--- src/hw/rtl/hma_pkg.sv ---
`default_nettype none

package hma_pkg;

  // Field widths
  localparam int PixW   = 8;
  localparam int GainW  = 16;
  localparam int HueNum = 6;
  localparam int ChanNum = 3;
  localparam int ProdW  = 2 * PixW;
  localparam int LvlProdW = PixW + GainW;
  localparam int SumW   = PixW + 3;

  // Hue enable bit positions
  localparam int HueR = 0;
  localparam int HueG = 1;
  localparam int HueB = 2;
  localparam int HueY = 3;
  localparam int HueM = 4;
  localparam int HueC = 5;

  // Color channel positions inside a channel vector
  localparam int ChR = 0;
  localparam int ChG = 1;
  localparam int ChB = 2;

  // Register reset values
  localparam logic [GainW-1:0]  GainReset = 16'd1024;
  localparam logic [HueNum-1:0] HueReset  = 6'd1;

  // Register map, indexed by paddr[2]
  typedef enum logic {
    REG_GAIN = 1'b0,
    REG_HUE  = 1'b1
  } reg_idx_e;

  typedef logic [PixW-1:0] pix_t;
  typedef logic [HueNum-1:0][PixW-1:0] hue_vec_t;

  typedef struct packed {
    logic [GainW-1:0]  gain;
    logic [HueNum-1:0] en;
  } cfg_t;

endpackage

`default_nettype wire

--- src/hw/rtl/hma_cfg.sv ---
`default_nettype none

module hma_cfg (
  input  wire                 clk_i,
  input  wire                 rst_ni,
  input  wire                 psel,
  input  wire                 penable,
  input  wire                 pwrite,
  input  wire  [2:0]          paddr,
  input  wire  [31:0]         pwdata,
  output logic [31:0]         prdata,
  output logic                pready,
  output hma_pkg::cfg_t       cfg_o
);
  import hma_pkg::*;

  logic [GainW-1:0]  gain_q, gain_d;
  logic [HueNum-1:0] en_q, en_d;
  logic              wr_en;
  reg_idx_e          sel_reg;

  assign pready  = 1'b1;
  assign wr_en   = psel && penable && pwrite && pready;
  assign sel_reg = reg_idx_e'(paddr[2]);

  // Write decode
  always_comb begin
    gain_d = gain_q;
    en_d   = en_q;
    if (wr_en) begin
      unique case (sel_reg)
        REG_GAIN: gain_d = pwdata[GainW-1:0];
        REG_HUE:  en_d   = pwdata[HueNum-1:0];
        default:  gain_d = gain_q;
      endcase
    end
  end

  always_ff @(posedge clk_i or negedge rst_ni) begin
    if (!rst_ni) begin
      gain_q <= GainReset;
      en_q   <= HueReset;
    end else begin
      gain_q <= gain_d;
      en_q   <= en_d;
    end
  end

  // Read mux
  always_comb begin
    unique case (sel_reg)
      REG_GAIN: prdata = {{(32-GainW){1'b0}}, gain_q};
      REG_HUE:  prdata = {{(32-HueNum){1'b0}}, en_q};
      default:  prdata = '0;
    endcase
  end

  assign cfg_o.gain = gain_q;
  assign cfg_o.en   = en_q;

endmodule

`default_nettype wire

--- src/hw/rtl/hma_premul.sv ---
`default_nettype none

// Stages 1-3: alpha products, divide by 255, hue dominance differences.
module hma_premul (
  input  wire                 clk_i,
  input  wire                 rst_ni,
  input  hma_pkg::cfg_t       cfg_i,
  input  wire                 in_valid_i,
  output logic                in_ready_o,
  input  hma_pkg::pix_t       alpha_i,
  input  hma_pkg::pix_t       red_i,
  input  hma_pkg::pix_t       green_i,
  input  hma_pkg::pix_t       blue_i,
  output logic                out_valid_o,
  input  wire                 out_ready_i,
  output logic                out_zero_o,
  output hma_pkg::hue_vec_t   out_diff_o
);
  import hma_pkg::*;

  // own minus the larger of the other two, floored at zero
  function automatic pix_t pos_diff(pix_t own, pix_t oa, pix_t ob);
    pix_t mx;
    mx = (oa > ob) ? oa : ob;
    return (own > mx) ? pix_t'(own - mx) : '0;
  endfunction

  logic ymc;
  logic rdy1, rdy2, rdy3;

  logic                       v1_q, v2_q, v3_q;
  logic [ChanNum-1:0][ProdW-1:0] prod1_q, prod1_d;
  logic [ChanNum-1:0][PixW-1:0]  raw1_q;
  logic                       zero1_q, zero2_q, zero3_q;
  logic [ChanNum-1:0][PixW-1:0]  pl2_d, pl2_q, iv2_d, iv2_q;
  hue_vec_t                   diff3_d, diff3_q;
  logic [ChanNum-1:0][PixW-1:0]  raw_in;

  assign ymc = cfg_i.en[HueY] || cfg_i.en[HueM] || cfg_i.en[HueC];

  // Stage handshake chain
  assign rdy3       = !v3_q || out_ready_i;
  assign rdy2       = !v2_q || rdy3;
  assign rdy1       = !v1_q || rdy2;
  assign in_ready_o = rdy1;

  always_ff @(posedge clk_i or negedge rst_ni) begin
    if (!rst_ni) begin
      v1_q <= 1'b0;
      v2_q <= 1'b0;
      v3_q <= 1'b0;
    end else begin
      if (rdy1) v1_q <= in_valid_i;
      if (rdy2) v2_q <= v1_q;
      if (rdy3) v3_q <= v2_q;
    end
  end

  // Stage 1: select plain or inverted set, multiply by alpha
  assign raw_in[ChR] = red_i;
  assign raw_in[ChG] = green_i;
  assign raw_in[ChB] = blue_i;

  always_comb begin
    logic [PixW-1:0] sel;
    for (int k = 0; k < ChanNum; k++) begin
      // invert at 8 bits, 255 - c
      sel = ymc ? ~raw_in[k] : raw_in[k];
      prod1_d[k] = ProdW'(sel) * ProdW'(alpha_i);
    end
  end

  always_ff @(posedge clk_i) begin
    if (rdy1 && in_valid_i) begin
      prod1_q <= prod1_d;
      raw1_q  <= raw_in;
      zero1_q <= (alpha_i == '0);
    end
  end

  // Stage 2: round(x/255) = floor(y/255), y = x+127, via shift-add
  always_comb begin
    logic [ProdW-1:0] y;
    logic [ProdW-1:0] s;
    for (int k = 0; k < ChanNum; k++) begin
      y = prod1_q[k] + ProdW'(127);
      s = y + (y >> PixW) + ProdW'(1);
      iv2_d[k] = s[ProdW-1:PixW];
      // R, G, B keep the unscaled plain color when Y, M or C is on
      pl2_d[k] = ymc ? raw1_q[k] : s[ProdW-1:PixW];
    end
  end

  always_ff @(posedge clk_i) begin
    if (rdy2 && v1_q) begin
      pl2_q   <= pl2_d;
      iv2_q   <= iv2_d;
      zero2_q <= zero1_q;
    end
  end

  // Stage 3: dominance differences per hue
  always_comb begin
    diff3_d[HueR] = pos_diff(pl2_q[ChR], pl2_q[ChB], pl2_q[ChG]);
    diff3_d[HueG] = pos_diff(pl2_q[ChG], pl2_q[ChB], pl2_q[ChR]);
    diff3_d[HueB] = pos_diff(pl2_q[ChB], pl2_q[ChG], pl2_q[ChR]);
    diff3_d[HueY] = pos_diff(iv2_q[ChB], iv2_q[ChG], iv2_q[ChR]);
    diff3_d[HueM] = pos_diff(iv2_q[ChG], iv2_q[ChB], iv2_q[ChR]);
    diff3_d[HueC] = pos_diff(iv2_q[ChR], iv2_q[ChB], iv2_q[ChG]);
  end

  always_ff @(posedge clk_i) begin
    if (rdy3 && v2_q) begin
      diff3_q <= diff3_d;
      zero3_q <= zero2_q;
    end
  end

  assign out_valid_o = v3_q;
  assign out_zero_o  = zero3_q;
  assign out_diff_o  = diff3_q;

endmodule

`default_nettype wire

--- src/hw/rtl/hma_level.sv ---
`default_nettype none

// Stages 4-5: gain multiply, then round, clamp and enable mask.
module hma_level (
  input  wire                 clk_i,
  input  wire                 rst_ni,
  input  hma_pkg::cfg_t       cfg_i,
  input  wire                 in_valid_i,
  output logic                in_ready_o,
  input  wire                 in_zero_i,
  input  hma_pkg::hue_vec_t   in_diff_i,
  output logic                out_valid_o,
  input  wire                 out_ready_i,
  output logic                out_zero_o,
  output hma_pkg::hue_vec_t   out_lvl_o
);
  import hma_pkg::*;

  logic rdy4, rdy5;
  logic v4_q, v5_q;
  logic zero4_q, zero5_q;
  logic [HueNum-1:0][LvlProdW-1:0] prod4_d, prod4_q;
  hue_vec_t lvl5_d, lvl5_q;

  assign rdy5       = !v5_q || out_ready_i;
  assign rdy4       = !v4_q || rdy5;
  assign in_ready_o = rdy4;

  always_ff @(posedge clk_i or negedge rst_ni) begin
    if (!rst_ni) begin
      v4_q <= 1'b0;
      v5_q <= 1'b0;
    end else begin
      if (rdy4) v4_q <= in_valid_i;
      if (rdy5) v5_q <= v4_q;
    end
  end

  // Stage 4: difference times gain
  always_comb begin
    for (int k = 0; k < HueNum; k++) begin
      prod4_d[k] = LvlProdW'(in_diff_i[k]) * LvlProdW'(cfg_i.gain);
    end
  end

  always_ff @(posedge clk_i) begin
    if (rdy4 && in_valid_i) begin
      prod4_q <= prod4_d;
      zero4_q <= in_zero_i;
    end
  end

  // Stage 5: half-up rounding, cap at 255, drop disabled hues
  always_comb begin
    logic [LvlProdW-1:0] rnd;
    for (int k = 0; k < HueNum; k++) begin
      rnd = prod4_q[k] + LvlProdW'(512);
      if (!cfg_i.en[k]) begin
        lvl5_d[k] = '0;
      end else if (|rnd[LvlProdW-1:PixW+10]) begin
        lvl5_d[k] = '1;
      end else begin
        lvl5_d[k] = rnd[PixW+9:10];
      end
    end
  end

  always_ff @(posedge clk_i) begin
    if (rdy5 && v4_q) begin
      lvl5_q  <= lvl5_d;
      zero5_q <= zero4_q;
    end
  end

  assign out_valid_o = v5_q;
  assign out_zero_o  = zero5_q;
  assign out_lvl_o   = lvl5_q;

endmodule

`default_nettype wire

--- src/hw/rtl/hma_acc.sv ---
`default_nettype none

// Stage 6: saturating sum of hue levels into the output register; a zero-alpha pixel gives 0.
module hma_acc (
  input  wire                 clk_i,
  input  wire                 rst_ni,
  input  wire                 in_valid_i,
  output logic                in_ready_o,
  input  wire                 in_zero_i,
  input  hma_pkg::hue_vec_t   in_lvl_i,
  output logic                out_valid_o,
  input  wire                 out_stall_i,
  output hma_pkg::pix_t       mask_alpha_o
);
  import hma_pkg::*;

  logic        v_q;
  pix_t        mask_q, mask_d;
  logic [SumW-1:0] sum;

  assign in_ready_o = !v_q || !out_stall_i;

  always_ff @(posedge clk_i or negedge rst_ni) begin
    if (!rst_ni) begin
      v_q <= 1'b0;
    end else if (in_ready_o) begin
      v_q <= in_valid_i;
    end
  end

  // Levels are never negative, so capping the full sum at 255 equals saturating
  always_comb begin
    sum = '0;
    for (int k = 0; k < HueNum; k++) begin
      sum = sum + SumW'(in_lvl_i[k]);
    end
    if (in_zero_i) begin
      mask_d = '0;
    end else if (|sum[SumW-1:PixW]) begin
      mask_d = '1;
    end else begin
      mask_d = sum[PixW-1:0];
    end
  end

  always_ff @(posedge clk_i) begin
    if (in_ready_o && in_valid_i) begin
      mask_q <= mask_d;
    end
  end

  assign out_valid_o  = v_q;
  assign mask_alpha_o = mask_q;

endmodule

`default_nettype wire

--- src/hw/rtl/rgb_hue_mask_alpha.sv ---
// Channel  | Handshake                | Payload
// ---------+--------------------------+-----------------------------------------
// in       | in_valid_i / in_stall_o  | alpha_in_i, red_in_i, green_in_i, blue_in_i
// out      | out_valid_o / out_stall_i| mask_alpha_o
// cfg      | APB psel/penable/pwrite  | paddr, pwdata, prdata, pready
//
// One pixel per clock while the output is not stalled; the pipeline register stages are
// alpha product, divide by 255, differences, gain product, round and sum.
// rst_ni clears all stage valid bits asynchronously; registers reset to
// gain 1024 and hue enables 1.
// A stall on the output backs up stage by stage; empty stages still fill.
`default_nettype none

module rgb_hue_mask_alpha (
  input  wire                 clk_i,
  input  wire                 rst_ni,
  input  wire                 psel,
  input  wire                 penable,
  input  wire                 pwrite,
  input  wire  [2:0]          paddr,
  input  wire  [31:0]         pwdata,
  output logic [31:0]         prdata,
  output logic                pready,
  input  wire                 in_valid_i,
  output logic                in_stall_o,
  input  hma_pkg::pix_t       alpha_in_i,
  input  hma_pkg::pix_t       red_in_i,
  input  hma_pkg::pix_t       green_in_i,
  input  hma_pkg::pix_t       blue_in_i,
  output logic                out_valid_o,
  input  wire                 out_stall_i,
  output hma_pkg::pix_t       mask_alpha_o
);
  import hma_pkg::*;

  cfg_t     cfg;
  logic     in_ready;
  logic     pm_valid, pm_ready, pm_zero;
  hue_vec_t pm_diff;
  logic     lv_valid, lv_ready, lv_zero;
  hue_vec_t lv_lvl;

  hma_cfg u_cfg (
    .clk_i   (clk_i),
    .rst_ni  (rst_ni),
    .psel    (psel),
    .penable (penable),
    .pwrite  (pwrite),
    .paddr   (paddr),
    .pwdata  (pwdata),
    .prdata  (prdata),
    .pready  (pready),
    .cfg_o   (cfg)
  );

  hma_premul u_premul (
    .clk_i       (clk_i),
    .rst_ni      (rst_ni),
    .cfg_i       (cfg),
    .in_valid_i  (in_valid_i),
    .in_ready_o  (in_ready),
    .alpha_i     (alpha_in_i),
    .red_i       (red_in_i),
    .green_i     (green_in_i),
    .blue_i      (blue_in_i),
    .out_valid_o (pm_valid),
    .out_ready_i (pm_ready),
    .out_zero_o  (pm_zero),
    .out_diff_o  (pm_diff)
  );

  hma_level u_level (
    .clk_i       (clk_i),
    .rst_ni      (rst_ni),
    .cfg_i       (cfg),
    .in_valid_i  (pm_valid),
    .in_ready_o  (pm_ready),
    .in_zero_i   (pm_zero),
    .in_diff_i   (pm_diff),
    .out_valid_o (lv_valid),
    .out_ready_i (lv_ready),
    .out_zero_o  (lv_zero),
    .out_lvl_o   (lv_lvl)
  );

  hma_acc u_acc (
    .clk_i        (clk_i),
    .rst_ni       (rst_ni),
    .in_valid_i   (lv_valid),
    .in_ready_o   (lv_ready),
    .in_zero_i    (lv_zero),
    .in_lvl_i     (lv_lvl),
    .out_valid_o  (out_valid_o),
    .out_stall_i  (out_stall_i),
    .mask_alpha_o (mask_alpha_o)
  );

  assign in_stall_o = !in_ready;

endmodule

`default_nettype wire

--- config.mk ---
export PLATFORM = sky130hd
export DESIGN_NAME = rgb_hue_mask_alpha
export DESIGN_NICKNAME = d
export VERILOG_FILES = /design/src/hw/rtl/hma_pkg.sv /design/src/hw/rtl/hma_cfg.sv /design/src/hw/rtl/hma_premul.sv /design/src/hw/rtl/hma_level.sv /design/src/hw/rtl/hma_acc.sv /design/src/hw/rtl/rgb_hue_mask_alpha.sv
export SDC_FILE = /design/constraint.sdc
export NUM_CORES = 2
export LEC_CHECK = 0
export ABC_CLOCK_PERIOD_IN_PS = 6950
export BUFFER_PORTS_ARGS = -buffer_cell sky130_fd_sc_hd__buf_2
export CAP_MARGIN = 5
export CORE_MARGIN = 4
export CORE_UTILIZATION = 40
export DETAILED_ROUTE_END_ITERATION = 10
export SLEW_MARGIN = 20
export SYNTH_ARGS = -nofsm -noshare
export SYNTH_HDL_FRONTEND = slang
export SYNTH_SLANG_ARGS = --single-unit
--- constraint.sdc ---
create_clock -name clk_i -period 6.95 [get_ports clk_i]
set_clock_uncertainty 0.05 [all_clocks]
set_input_delay 1.0425 -clock clk_i [delete_from_list [all_inputs] [get_ports clk_i]]
set_output_delay 1.0425 -clock clk_i [all_outputs]
set_load 0.05 [all_outputs]
## Word level (Yosys, flattened, before mapping)

Cells that the tools add are included.

| cells by class | value |
|---|---|
| div/mod/pow operators | 0 |
| bitwise logic cells | 4 |
| multiplexer cells | 20 |
| order comparisons | 12 |
| multiply operators | 9 |
| equality and inequality tests | 0 |
| reductions and logical operators | 34 |
| add/subtract/negate cells | 26 |
| shifts and indexed selects | 0 |

Operator list:

| cell | number |
|---|---|
| 2-to-1 mux 8 bit | 19 |
| adder 24 x 10 -> 24 bit, second input constant | 6 |
| multiplier 8 x 16 -> 24 bit | 6 |
| > comparator 8 bit | 12 |
| one-hot mux 32 bit (2 select lines) | 1 |
| adder 16 x 1 -> 16 bit, second input constant | 3 |
| adder 16 x 7 -> 16 bit, second input constant | 3 |
| adder 16 x 8 -> 16 bit | 3 |
| multiplier 8 x 8 -> 16 bit | 3 |
| subtractor 8 bit | 6 |
| adder 11 x 8 -> 11 bit | 4 |
| OR reduction 6 bit | 6 |
| inverter 8 bit | 3 |
| adder 8 x 8 -> 9 bit | 1 |
| logical AND 1 bit | 8 |
| zero test 1 bit | 8 |
| zero test 8 bit | 1 |
| logical OR 1 bit | 8 |
| AND reduction 2 bit | 2 |
| OR reduction 3 bit | 1 |
| inverter 1 bit | 1 |

| storage, ports and cells | value |
|---|---|
| logic and storage cells | 149 |
| memory bits (writable) | 0 |
| memories kept | 0 |
| latch bits | 0 |
| bits in registers | 401 |
| output and inout bits | 43 |
| input port bits | 74 |
| bits in read-only memories | 0 |

## Longest topological paths before layout

| depth | value |
|---|---|
| depth after elaboration | 8 |
| depth in mapped cells | 24 |
| mapped depth without buffers | 23 |

## By module

Synthesis repeated with hierarchy kept, for this count alone.

| second synthesis, totals | value |
|---|---|
| cells, all modules | 4,999 |
| area total of the unflattened synthesis | 49,020.8 µm² |

Modules (own cells, without submodules):

| module | cells an instance | instances | area each (µm²) | sequential area each (µm²) |
|---|---|---|---|---|
| hma_level | 2,980 | 1 | 28,693.8 | 4,254.1 |
| hma_premul | 1,741 | 1 | 17,406.7 | 5,210.0 |
| hma_acc | 193 | 1 | 1,756.7 | 265.3 |
| hma_cfg | 84 | 1 | 1,159.9 | 553.0 |
| rgb_hue_mask_alpha | 1 | 1 | 3.8 | 0.0 |

## Worst setup path after synthesis

No wires, ideal clock.

| timing | value |
|---|---|
| path type | flip-flop to flip-flop |
| start point | register u_cfg.en_q[3] |
| end point | register u_premul.prod1_q[15] (netlist name) (data pin) |
| path buffers | 1 |
| setup time | 260 ps |
| cell stages (with the launch flop) | 21 |
| period minus slack after synthesis | 5,485 ps |
| arrival | 5,176 ps |
| data required time | 6,640 ps |
| path slack | 1,465 ps |
| cells stage by stage | dfrtp_1 > nor3_1 > buf_1 > xnor2_1 > and2_1 > fa_1 > inv_1 > fa_1 > inv_1 > fa_1 > inv_1 > fa_1 > inv_1 > ha_1 > a21boi_0 > o21ai_0 > nand2b_1 > a21o_1 > a41o_1 > o41a_1 > xnor2_1 |

RTL lines:

| what | RTL line | source |
|---|---|---|
| from (decl) | hma_cfg.sv:18 | `logic [HueNum-1:0] en_q, en_d;` |
| from (signal assigned) | hma_cfg.sv:42 | `en_q <= HueReset;` |
| from (signal assigned) | hma_cfg.sv:45 | `en_q <= en_d;` |
| to (signal assigned) | hma_premul.sv:75 | `prod1_q <= prod1_d;` |
| to (decl) | hma_premul.sv:32 | `logic [ChanNum-1:0][ProdW-1:0] prod1_q, prod1_d;` |

==> metrics <==
H-tree levels=2; worst skew pair latency=0.61 ns; Hold WS=0.3740 ns; worst hold path class=reg2reg; sequential share of the synthesized area=0.2164; Root Driver=clkbuf_16; starting density of the core=0.4030; I/O pin count=117; die area=124,400 um^2; critical path data required time=7.28 ns; most frequent cells in the layout=798 x inv_1, 637 x fa_1, 615 x and2_1; vias in the first global route=34.06k; placed cell area=49,720 um^2; post-CTS setup buffers=0; clock slew at reported path FFs=0.06 ns; element type at the critical path end=register; DRC viols=0; Post-synth ARST share=0.08069; most common cell after layout, fill and taps aside=inv_1; unrepaired setup endpoints after global routing=no; Most used DFF post-synth=edfxtp_1; hold depth=0; post-synth design cell area=47,520 um^2; share of cells above drive strength 1=0.06554; Mapped Cells=4,803; design area=51,150 um^2; TritonCTS clock tree=yes; I/O Buffers=81; Syn-to-layout area delta=7.652%; crit path DAT=6.27 ns; Vias/cell=5.082; fmax=168.2 MHz; fill cell count=11.46k; Reg2Reg Depth=20; origin of the critical flop-to-flop path=u_cfg.en_q[4]$_DFFE_PN0P_; Synth Warn #=0; Detail Placement HPWL=87,610 um; Slew HR=0.3132; cts bufs inserted=44; hold path endpoint=u_level.out_zero_o$_DFFE_PP_; GRT Resource Usage Total=0.1850; CP startpoint=u_cfg.en_q[4]$_DFFE_PN0P_; worst slew pin tran=1.030 ns; Reg-to-Reg End=u_premul.prod1_q[15]$_DFFE_PP_; synthesis-stage register bit count=347; Worst Setup Path Type=reg2reg; GP Congestion=0.8575; CP Max Fanout=48; final net count=6,028; routed vias=32.47k; width of the die=352.7 um; fin crit period=5.945 ns; aggregate global routing overflow=0; largest net degree at the start of global routing=67; Final Cycle Share=0.8554; row count=126; final wirelength=113,200 um; initial antenna violation count=3; average wire per standard cell=17.72 um; reg-to-reg setup timing slack=1.00 ns; Post-Syn Area per Cell=9.893 um^2; max-cap violation count=0; setup_tns=0 ns; post-cts sizing count=0; EDFF count, synth=319; remaining antenna violation count=0; Final setup viols=0; Pre-antenna DRT Iters=5; clock sinks=347; CTS Buffer Depth=3; first-pass GRT wire length=184,800 um; hold-fix buffers at CTS=0; distinct cell type count after synthesis=87; startpoint types=register; die height=352.7 um; outcome=finished clean; Fin. Hold Viols=0; min-delay src=u_level.zero4_q$_DFFE_PP_; Slew Limit Fails=0; DR iter-0 viols=1,705; core area=117,900 um^2
[registers in the layout (all words and copies together) (netlist names), 6 cells and up]
| signal | count |
|---|---|
| u_premul.pl2_q | 24 |
| u_cfg.en_q | 6 |
| u_premul.iv2_q | 24 |
| u_level.prod4_q | 90 |
| u_premul.prod1_q | 48 |
| u_acc.mask_alpha_o | 8 |
| u_cfg.gain_q | 16 |
| u_premul.out_diff_o | 48 |
| u_premul.raw1_q | 24 |
| u_level.out_lvl_o | 48 |
[layout make-up]
cell class	instances	area [um^2]	area share
Inverter	798	2995	0.05856
Timing Repair Buffer	134	940.9	0.01839
Clock inverter	34	317.8	0.006213
Antenna cell	1	2.502	0.00004892
Clock buffer	48	1116	0.02182
Sequential cell	347	10300	0.2013
Tap cell	1536	1922	0.03757
Multi-Input combinational cell	3491	33560	0.6561
[kinds of logic (layout without fill, tap and decap cells)]
logic type / Yosys count / in the layout / share of synthesized area
and+or+nand+nor: 1514 / 1514 / 0.1686
adders and majority gates: 1138 / 1138 / 0.4003
buffers and inverters: 980 / 1014 / 0.07891
AOI/OAI and AO/OA: 468 / 468 / 0.06657
DFF: 347 / 347 / 0.2164
xor gates and xnor gates: 273 / 273 / 0.05063
muxes: 81 / 81 / 0.01843
other: 2 / 18 / 0.0001580
[critical path, cell delays in order (launching register included)]
cell and delay [ns]:
dfrtp_1 0.50, nor3_2 0.28, buf_12 0.30, xnor2_1 0.29, and2_1 0.25, fa_1 0.48, inv_1 0.06, fa_1 0.54
inv_1 0.05, fa_1 0.47, inv_1 0.05, fa_1 0.47, inv_1 0.04, ha_1 0.29, a21boi_0 0.14, o21ai_0 0.19
nand2b_1 0.11, a21o_1 0.20, a41o_1 0.26, o41a_1 0.32, xnor2_1 0.27
[per-layer routing]
layer  GRT usage  wire length [um]
met5           0                13
met4     0.03738              2085
met3     0.03149              7015
met2      0.3077             52630
met1      0.2553             51460
[cell usage after synthesis (all sizes together) (86+ instances only)]
cell / n / area (um^2)
inv: 798 / 2995
fa: 637 / 12750
and2: 619 / 3872
ha: 501 / 6269
nand2: 419 / 1573
edfxtp: 319 / 9579
xnor2: 179 / 1575
nor2: 166 / 625.6
clkbuf: 157 / 589.3
a21oi: 123 / 630.6
xor2: 94 / 830.8
o21ai: 86 / 441.7
[metrics by stage]
| step | setup WS (ns) | util | cells |
|---|---|---|---|
| 6_report | 1.005 | 0.4338 | 6389 |
| 5_1_grt | 0.6956 | 0.4338 | 6388 |
| 4_1_cts | 1.037 | 0.4338 | 6388 |
| 3_5_place_dp | 0.9805 | 0.4216 | 6306 |
| 3_3_place_gp | 1.032 | 0.4216 | 6306 |
| 2_1_floorplan | 1.465 | - | 4818 |
[how the worst max path moves through the flow]
stage	to	slack (ns)	cells past startpoint
floorplan	u_premul.prod1_q[15]$_DFFE_PP_	1.46	20
finish	u_premul.prod1_q[15]$_DFFE_PP_	1.00	20
CTS	u_premul.prod1_q[15]$_DFFE_PP_	1.04	20
global route	u_level.prod4_q[117]$_DFFE_PP_	0.70	18
global placement	u_premul.prod1_q[15]$_DFFE_PP_	1.03	18
detailed placement	u_premul.prod1_q[15]$_DFFE_PP_	0.98	18
Power is not shown: default switching activity piles up to over one toggle a cycle in this logic, so the estimate is an artifact.
